## config.mk

```make
export PLATFORM = sky130hd
export DESIGN_NAME = interrupt_controller_8259_single
export DESIGN_NICKNAME = d
export VERILOG_FILES = /design/src/hdl/pic_pkg.sv /design/src/hdl/interrupt_controller_8259_single.sv
export SDC_FILE = /design/constraint.sdc
export NUM_CORES = 1
export LEC_CHECK = 0
export CAP_MARGIN = 40
export CORE_ASPECT_RATIO = 1.25
export CORE_UTILIZATION = 47
export DETAILED_ROUTE_END_ITERATION = 6
export DONT_BUFFER_PORTS = 1
export GPL_TIMING_DRIVEN = 0
export PLACE_DENSITY = 0.62
export SLEW_MARGIN = 15
export SYNTH_ARGS = -nofsm -noshare
export SYNTH_HDL_FRONTEND = slang
export SYNTH_SLANG_ARGS = --single-unit
export TNS_END_PERCENT = 10
```

## constraint.sdc

```tcl
create_clock -name clk -period 3.27 [get_ports clk]
set_input_delay 0.1635 -clock clk [delete_from_list [all_inputs] [get_ports clk]]
set_output_delay 0.1635 -clock clk [all_outputs]
set_load 0.03 [all_outputs]
```

## src/hdl/pic_pkg.sv

```systemverilog
// Package for the single 8259-style interrupt controller.
// Holds the item kinds, initialisation phases, command byte codes and priority helpers.
// No dependencies.
`timescale 1ns / 1ps

package pic_pkg;

    typedef enum logic [1:0] {
        FUNC_READ  = 2'd0,
        FUNC_WRITE = 2'd1,
        FUNC_LINE  = 2'd2,
        FUNC_ACK   = 2'd3
    } func_t;

    typedef enum logic [1:0] {
        PH_READY = 2'd0,
        PH_ICW2  = 2'd1,
        PH_ICW3  = 2'd2,
        PH_ICW4  = 2'd3
    } phase_t;

    localparam logic       PORT_CMD       = 1'b0;
    localparam logic       PORT_DATA      = 1'b1;

    localparam logic [7:0] ICW1_FLAG      = 8'h10;
    localparam logic [7:0] OCW3_SEL_MASK  = 8'h18;
    localparam logic [7:0] OCW3_SEL_CODE  = 8'h08;
    localparam logic [7:0] EOI_SEL_MASK   = 8'he0;
    localparam logic [7:0] EOI_NONSPEC    = 8'h20;
    localparam logic [7:0] EOI_SPECIFIC   = 8'h60;
    localparam logic [7:0] VEC_BASE_MASK  = 8'hf8;
    localparam logic [7:0] VEC_BASE_RESET = 8'h08;
    localparam logic [7:0] MASK_RESET     = 8'hff;

    // Lowest set bit of a byte as a one-hot byte, zero when the byte is empty.
    function automatic logic [7:0] lowest_onehot(input logic [7:0] v);
        return v & (~v + 8'd1);
    endfunction

    // Index of the lowest set bit; meaningless when the byte is empty.
    function automatic logic [2:0] lowest_index(input logic [7:0] v);
        logic [2:0] idx;
        idx = 3'd0;
        for (int i = 7; i >= 0; i--)
        begin
            if (v[i])
            begin
                idx = 3'(i);
            end
        end
        return idx;
    endfunction

    // Requests that are unmasked and above the highest-priority line in service.
    // With nothing in service the isolated bit is zero and the limit wraps to all ones.
    function automatic logic [7:0] eligible(input logic [7:0] irr,
                                            input logic [7:0] imr,
                                            input logic [7:0] isr);
        return irr & ~imr & (lowest_onehot(isr) - 8'd1);
    endfunction

endpackage

```

## src/hdl/interrupt_controller_8259_single.sv

```systemverilog
// Top level of the single 8259-style interrupt controller (fully nested mode).
// Depends on pic_pkg for item kinds, phases, command codes and priority helpers.
//
// Usage:
//   The item channel (item_valid / item_ready) carries one bus access or event per
//   word: a register read, a register write, a request line change or an interrupt
//   acknowledge. The result channel (result_valid / result_ready) returns exactly one
//   word per item, in order, with the read data, the vector, the idle status, the
//   interrupt output level and a snapshot of IMR, IRR, ISR and the line levels.
//   An accepted word sits in the input register; when it advances, the state update
//   and the result register load happen together. Throughput is one word per cycle
//   while the receiver takes each result; it is set by the single state update stage,
//   whose priority encode and mask logic is combinational.
//   When the receiver stalls, the result register holds its word and the input
//   register still takes one more word, after which item_ready falls until the
//   result is taken.
//   Reset sets IMR to all ones, clears IRR, ISR and line levels, sets the vector
//   base to 8, leaves initialisation in the ready phase and empties both registers.
`timescale 1ns / 1ps

module interrupt_controller_8259_single
    import pic_pkg::*;
(
    input  logic       clk,
    input  logic       rst_n,
    input  logic       item_valid,
    output logic       item_ready,
    input  logic [1:0] func,
    input  logic       port,
    input  logic [7:0] write_data,
    input  logic [2:0] irq_line,
    input  logic       level,
    output logic       result_valid,
    input  logic       result_ready,
    output logic [7:0] read_data,
    output logic [7:0] vector_out,
    output logic       status,
    output logic       int_pending,
    output logic [7:0] mask_reg,
    output logic [7:0] request_reg,
    output logic [7:0] service_reg,
    output logic [7:0] line_levels
);

    // Input register.
    logic       in_valid_reg;
    func_t      in_func_reg;
    logic       in_port_reg;
    logic [7:0] in_data_reg;
    logic [2:0] in_line_reg;
    logic       in_level_reg;

    // Controller state.
    logic [7:0] mask_bits_reg,    mask_bits_next;
    logic [7:0] request_bits_reg, request_bits_next;
    logic [7:0] service_bits_reg, service_bits_next;
    logic [7:0] line_state_reg,   line_state_next;
    logic [7:0] vector_base_reg,  vector_base_next;
    phase_t     phase_reg,        phase_next;
    logic       icw4_expected_reg, icw4_expected_next;
    logic       single_mode_reg,  single_mode_next;
    logic       readback_isr_reg, readback_isr_next;
    logic       auto_eoi_reg,     auto_eoi_next;

    // Result register.
    logic       out_valid_reg;
    logic [7:0] rd_data_reg,  rd_data_next;
    logic [7:0] vector_reg,   vector_next;
    logic       idle_reg,     idle_next;
    logic       int_out_reg,  int_out_next;

    logic       advance;

    // The state stage moves a word on when the result register is empty or being taken.
    assign advance    = in_valid_reg && (!out_valid_reg || result_ready);
    assign item_ready = !in_valid_reg || advance;

    always_ff @(posedge clk or negedge rst_n)
    begin
        if (!rst_n)
        begin
            in_valid_reg <= 1'b0;
        end
        else if (item_ready)
        begin
            in_valid_reg <= item_valid;
        end
    end

    always_ff @(posedge clk)
    begin
        if (item_ready && item_valid)
        begin
            in_func_reg  <= func_t'(func);
            in_port_reg  <= port;
            in_data_reg  <= write_data;
            in_line_reg  <= irq_line;
            in_level_reg <= level;
        end
    end

    always_comb
    begin
        logic [7:0] line_bit;
        logic [7:0] ack_pick;
        logic [7:0] eoi_bit;

        mask_bits_next     = mask_bits_reg;
        request_bits_next  = request_bits_reg;
        service_bits_next  = service_bits_reg;
        line_state_next    = line_state_reg;
        vector_base_next   = vector_base_reg;
        phase_next         = phase_reg;
        icw4_expected_next = icw4_expected_reg;
        single_mode_next   = single_mode_reg;
        readback_isr_next  = readback_isr_reg;
        auto_eoi_next      = auto_eoi_reg;
        rd_data_next       = 8'h00;
        vector_next        = 8'h00;
        idle_next          = 1'b0;

        line_bit = 8'h01 << in_line_reg;
        ack_pick = lowest_onehot(eligible(request_bits_reg, mask_bits_reg, service_bits_reg));
        eoi_bit  = 8'h01 << in_data_reg[2:0];

        case (in_func_reg)
            FUNC_READ:
            begin
                if (in_port_reg == PORT_DATA)
                begin
                    rd_data_next = mask_bits_reg;
                end
                else
                begin
                    rd_data_next = readback_isr_reg ? service_bits_reg : request_bits_reg;
                end
            end
            FUNC_WRITE:
            begin
                if (in_port_reg == PORT_CMD)
                begin
                    if ((in_data_reg & ICW1_FLAG) != 8'h00)
                    begin
                        mask_bits_next     = 8'h00;
                        request_bits_next  = 8'h00;
                        service_bits_next  = 8'h00;
                        icw4_expected_next = in_data_reg[0];
                        single_mode_next   = in_data_reg[1];
                        phase_next         = PH_ICW2;
                    end
                    else if ((in_data_reg & OCW3_SEL_MASK) == OCW3_SEL_CODE)
                    begin
                        if (in_data_reg[1])
                        begin
                            readback_isr_next = in_data_reg[0];
                        end
                    end
                    else if ((in_data_reg & EOI_SEL_MASK) == EOI_NONSPEC)
                    begin
                        service_bits_next = service_bits_reg & ~lowest_onehot(service_bits_reg);
                    end
                    else if ((in_data_reg & EOI_SEL_MASK) == EOI_SPECIFIC)
                    begin
                        service_bits_next = service_bits_reg & ~eoi_bit;
                    end
                end
                else
                begin
                    case (phase_reg)
                        PH_ICW2:
                        begin
                            vector_base_next = in_data_reg & VEC_BASE_MASK;
                            if (single_mode_reg)
                            begin
                                phase_next = icw4_expected_reg ? PH_ICW4 : PH_READY;
                            end
                            else
                            begin
                                phase_next = PH_ICW3;
                            end
                        end
                        PH_ICW3:
                        begin
                            phase_next = icw4_expected_reg ? PH_ICW4 : PH_READY;
                        end
                        PH_ICW4:
                        begin
                            auto_eoi_next = in_data_reg[1];
                            phase_next    = PH_READY;
                        end
                        default:
                        begin
                            mask_bits_next = in_data_reg;
                        end
                    endcase
                end
            end
            FUNC_LINE:
            begin
                if (in_level_reg)
                begin
                    // Only a rising edge latches a request.
                    if ((line_state_reg & line_bit) == 8'h00)
                    begin
                        request_bits_next = request_bits_reg | line_bit;
                    end
                    line_state_next = line_state_reg | line_bit;
                end
                else
                begin
                    line_state_next = line_state_reg & ~line_bit;
                    if ((service_bits_reg & line_bit) == 8'h00)
                    begin
                        request_bits_next = request_bits_reg & ~line_bit;
                    end
                end
            end
            default:
            begin
                if (ack_pick == 8'h00)
                begin
                    idle_next = 1'b1;
                end
                else
                begin
                    request_bits_next = request_bits_reg & ~ack_pick;
                    if (!auto_eoi_reg)
                    begin
                        service_bits_next = service_bits_reg | ack_pick;
                    end
                    vector_next = vector_base_reg + {5'b00000, lowest_index(ack_pick)};
                end
            end
        endcase

        int_out_next = (eligible(request_bits_next, mask_bits_next, service_bits_next)
                        != 8'h00);
    end

    always_ff @(posedge clk or negedge rst_n)
    begin
        if (!rst_n)
        begin
            mask_bits_reg     <= MASK_RESET;
            request_bits_reg  <= 8'h00;
            service_bits_reg  <= 8'h00;
            line_state_reg    <= 8'h00;
            vector_base_reg   <= VEC_BASE_RESET;
            phase_reg         <= PH_READY;
            icw4_expected_reg <= 1'b0;
            single_mode_reg   <= 1'b0;
            readback_isr_reg  <= 1'b0;
            auto_eoi_reg      <= 1'b0;
            out_valid_reg     <= 1'b0;
        end
        else
        begin
            if (advance)
            begin
                mask_bits_reg     <= mask_bits_next;
                request_bits_reg  <= request_bits_next;
                service_bits_reg  <= service_bits_next;
                line_state_reg    <= line_state_next;
                vector_base_reg   <= vector_base_next;
                phase_reg         <= phase_next;
                icw4_expected_reg <= icw4_expected_next;
                single_mode_reg   <= single_mode_next;
                readback_isr_reg  <= readback_isr_next;
                auto_eoi_reg      <= auto_eoi_next;
                out_valid_reg     <= 1'b1;
            end
            else if (result_ready)
            begin
                out_valid_reg <= 1'b0;
            end
        end
    end

    // The snapshot fields are read straight from the state, which only moves on advance.
    always_ff @(posedge clk)
    begin
        if (advance)
        begin
            rd_data_reg <= rd_data_next;
            vector_reg  <= vector_next;
            idle_reg    <= idle_next;
            int_out_reg <= int_out_next;
        end
    end

    assign result_valid = out_valid_reg;
    assign read_data    = rd_data_reg;
    assign vector_out   = vector_reg;
    assign status       = idle_reg;
    assign int_pending  = int_out_reg;
    assign mask_reg     = mask_bits_reg;
    assign request_reg  = request_bits_reg;
    assign service_reg  = service_bits_reg;
    assign line_levels  = line_state_reg;

    // An acknowledge sets at most one in-service bit per word.
    assert property (@(posedge clk) disable iff (!rst_n)
        $onehot0(service_bits_reg & ~$past(service_bits_reg)))
        else $error("more than one in-service bit set in one step");

    // ICW1 clears the mask at the step that takes it.
    assert property (@(posedge clk) disable iff (!rst_n)
        (advance && in_func_reg == FUNC_WRITE && in_port_reg == PORT_CMD
         && in_data_reg[4]) |=> (mask_bits_reg == 8'h00 && phase_reg == PH_ICW2))
        else $error("ICW1 did not reinitialise the controller");

    // An idle acknowledge never gives a vector.
    assert property (@(posedge clk) disable iff (!rst_n)
        (out_valid_reg && idle_reg) |-> (vector_reg == 8'h00))
        else $error("vector given with idle status");

    // The vector base is always eight-aligned.
    assert property (@(posedge clk) disable iff (!rst_n)
        vector_base_reg[2:0] == 3'b000)
        else $error("vector base not aligned");

    // A new result word is loaded only from a valid input word.
    assert property (@(posedge clk) disable iff (!rst_n)
        ($rose(out_valid_reg)) |-> $past(in_valid_reg))
        else $error("result appeared without an input word");

endmodule

```

==> reports/qor.yml <==
sta:
  hold_viol: 0
  fin_worst_skew_ps: 7.55
  finalSetupTns_ps: 0
  hold_ws_ps: 6.17
  worstMarginPinSlew_ps: 956
  period_needed_ps: 3030
  maxSlewHeadroom: 0.354
  finalSetupViolCount: 0
  rsz0062_at_grt: "false"
  fmax_mhz: 330
  min_period_over_period: 0.925
  final-max-slew-violation-count: 0
drt:
  drtIter0Drc: 257
  drc: 0
  wl_um: 14200
  detail-route-antenna-nets: 0
  vias: 3971
  viasPerCell: 6.32
  first_pass_iters: 5
  route.met3.wl_um: 936
  dr_wl_met2_um: 6810
  top_layer: "met4"
  avgRoutedWirePerCell_um: 22.6
  m1WireLength_um: 5980
logic_synthesis:
  ys_async_sr_fraction: 0.577
  ys.warnings.count: 0
  ys_ff_latch: 78
  synth_cell_types: 70
  synth_area_leaders: "edfxtp_1, dfrtp_1, nand2_1"
  synth.most_common_cell: "nand2_1"
  netlist_instances: 469
  synth_top_cell_area_share: 0.218
  synth_top_cell_by_area: "edfxtp_1"
  synth_seq_area_share: 0.468
  synth-edff-count: 33
  synth_commonest_cells: "nand2_1, o21ai_0, dfrtp_1"
  synth_area_um2: 4550
  syn_area_per_cell_um2: 9.69
  synth_flop_cell: "dfrtp_1"
  syn_nets: 492
setup_path:
  slowest_stage: "or4_4"
  crit_required_ps: 3350
  slowest_delay_ps: 570
  worstSetupStartpointType: "flip-flop"
  setup.worst_path.end_class: "flip-flop"
  cp_max_fo: 8
  path_cells: "buf_4, or4_4, nor3b_2, nand4_1, and3_1, o22ai_1, a21boi_1, a41oi_1, a31oi_1"
  crit_type: "flip-flop to flip-flop"
  cp_data_arrival_time_ps: 3110
floorplan:
  die_y_um: 112
  die_w_um: 90.0
  start_util: 0.490
  core_um2: 9270
  fp.dieArea_um2: 10100
  rows: 39
  num_io_pins: 71
pwr:
  p_leak_uw: 0.00198
  power_density_nw_per_um2: 660
  finalPower_uw: 3440
  ir_worst_vdd_uv: 350
clocking:
  clk_latency_ps: 340
  path_clk_slew_ps: 60
  ctsResizeCount: 0
  cts_tree: "built"
  clockBufferDepth: 2
  cts_buffers: 9
  root_buffer: "clkbuf_16"
  htree_levels: 3
  clkSinkCount: 78
global_routing:
  grt_pass1_wl_um: 22100
  grt_pass1_vias: 3822
  grt_start_max_net_pins: 46
  grt_usage: 0.295
  grt-ovfl-total: 0
  antenna_found_initial: 0
place:
  gp_congestion: 0.911
  dp_hpwl_um: 10500
  post_dp_cell_area_um2: 4700
  port_buffers: 0
finish:
  fin_area_um2: 5210
  nFillCells: 837
  area_delta_synth_final_pct: 14.6
  drive_above_1_share: 0.137
  fin_util: 0.562
  antenna_cells: 0
  fin_nets: 523
status:
  outcome: "completed"
run:
  cap_violations: 0
worst_hold_path:
  hp-class: "input pin to flip-flop"
## cell families (layout without fill, tap and decap cells)
| family | Yosys count | in the layout | synth area share |
|---|---|---|---|
| fa+ha+maj | 4 | 4 | 0.0110 |
| buf+inv | 38 | 74 | 0.0361 |
| compound gates | 127 | 127 | 0.187 |
| simple gates | 195 | 195 | 0.233 |
| flops | 78 | 78 | 0.468 |
| mux | 27 | 27 | 0.0644 |
## through the flow
stage | setup slack [ps] | instances
2_1_floorplan | 765 | 469
3_3_place_gp | 298 | 592
3_5_place_dp | 279 | 592
4_1_cts | 246 | 626
5_1_grt | 35.5 | 628
6_report | 244 | 628
## final cells by class
| cell class | count | area [µm²] | area share |
|---|---|---|---|
| well taps | 123 | 154 | 0.0296 |
| plain buffers | 28 | 128 | 0.0245 |
| repair buffers | 20 | 213 | 0.0408 |
| multi-input cells | 353 | 2250 | 0.433 |
| clock buffers | 10 | 250 | 0.0481 |
| clock inverters | 6 | 43.8 | 0.00841 |
| flip-flops and latches | 78 | 2130 | 0.409 |
| inverters | 10 | 37.5 | 0.00721 |
## path summary, 6_finish.rpt
path / startpoint / to / slack (ps) / cells past startpoint
worst max-delay path: service_reg[2] / int_pending / 240 / 9
worst max register to register: service_reg[2] / int_pending / 240 / 9
max in group asynchronous: rst_n / mask_reg[1] / 2670 / 2
worst min-delay path: result_ready / result_valid / 6 / 2
min in group asynchronous: rst_n / service_reg[6] / 320 / 2
worst min register to register: in_valid_reg / result_valid / 500 / 1
## per-layer routing
layer	track usage	up-vias
li1	-	1802
met1	0.378	1943
met2	0.474	198
met3	0.0663	28
met4	0.138	0
met5	0	-
## placed cells by master, fill, tap and decap left out, types with 10 or more instances in the layout
cell / count
mux2_2: 18
and2_1: 19
dlygate4sd3_1: 17
dfrtp_1: 36
nand2_1: 64
clkbuf_16: 10
clkbuf_1: 18
nor2_1: 32
a21oi_1: 19
edfxtp_1: 33
o21ai_0: 41
nand3_1: 10
nand2b_1: 10
a22o_1: 15
## repair_timing
item / CTS / global route
setup endpoints to repair: 0 / 1
hold buffers: 18 / 0
setup buffers: 0 / 2
endpoints found under the hold margin: 61 / 0
## worst max-delay path, delay by kind of cell, from the launching register on
family                 cells  cell delay [ps]
DFF                        1              500
AOI/OAI and AO/OA          4              720
and+or+nand+nor            4             1300
buffers and inverters      1              250
## report_power, final
part           leakage (µW)  internal (µW)  switching, µW
Clock              0.000140            561            404
Combinational      0.000952            349            496
Sequential         0.000889           1230            398
Total               0.00198           2140           1300
No activity file was read; power rests on OpenSTA's default activity.
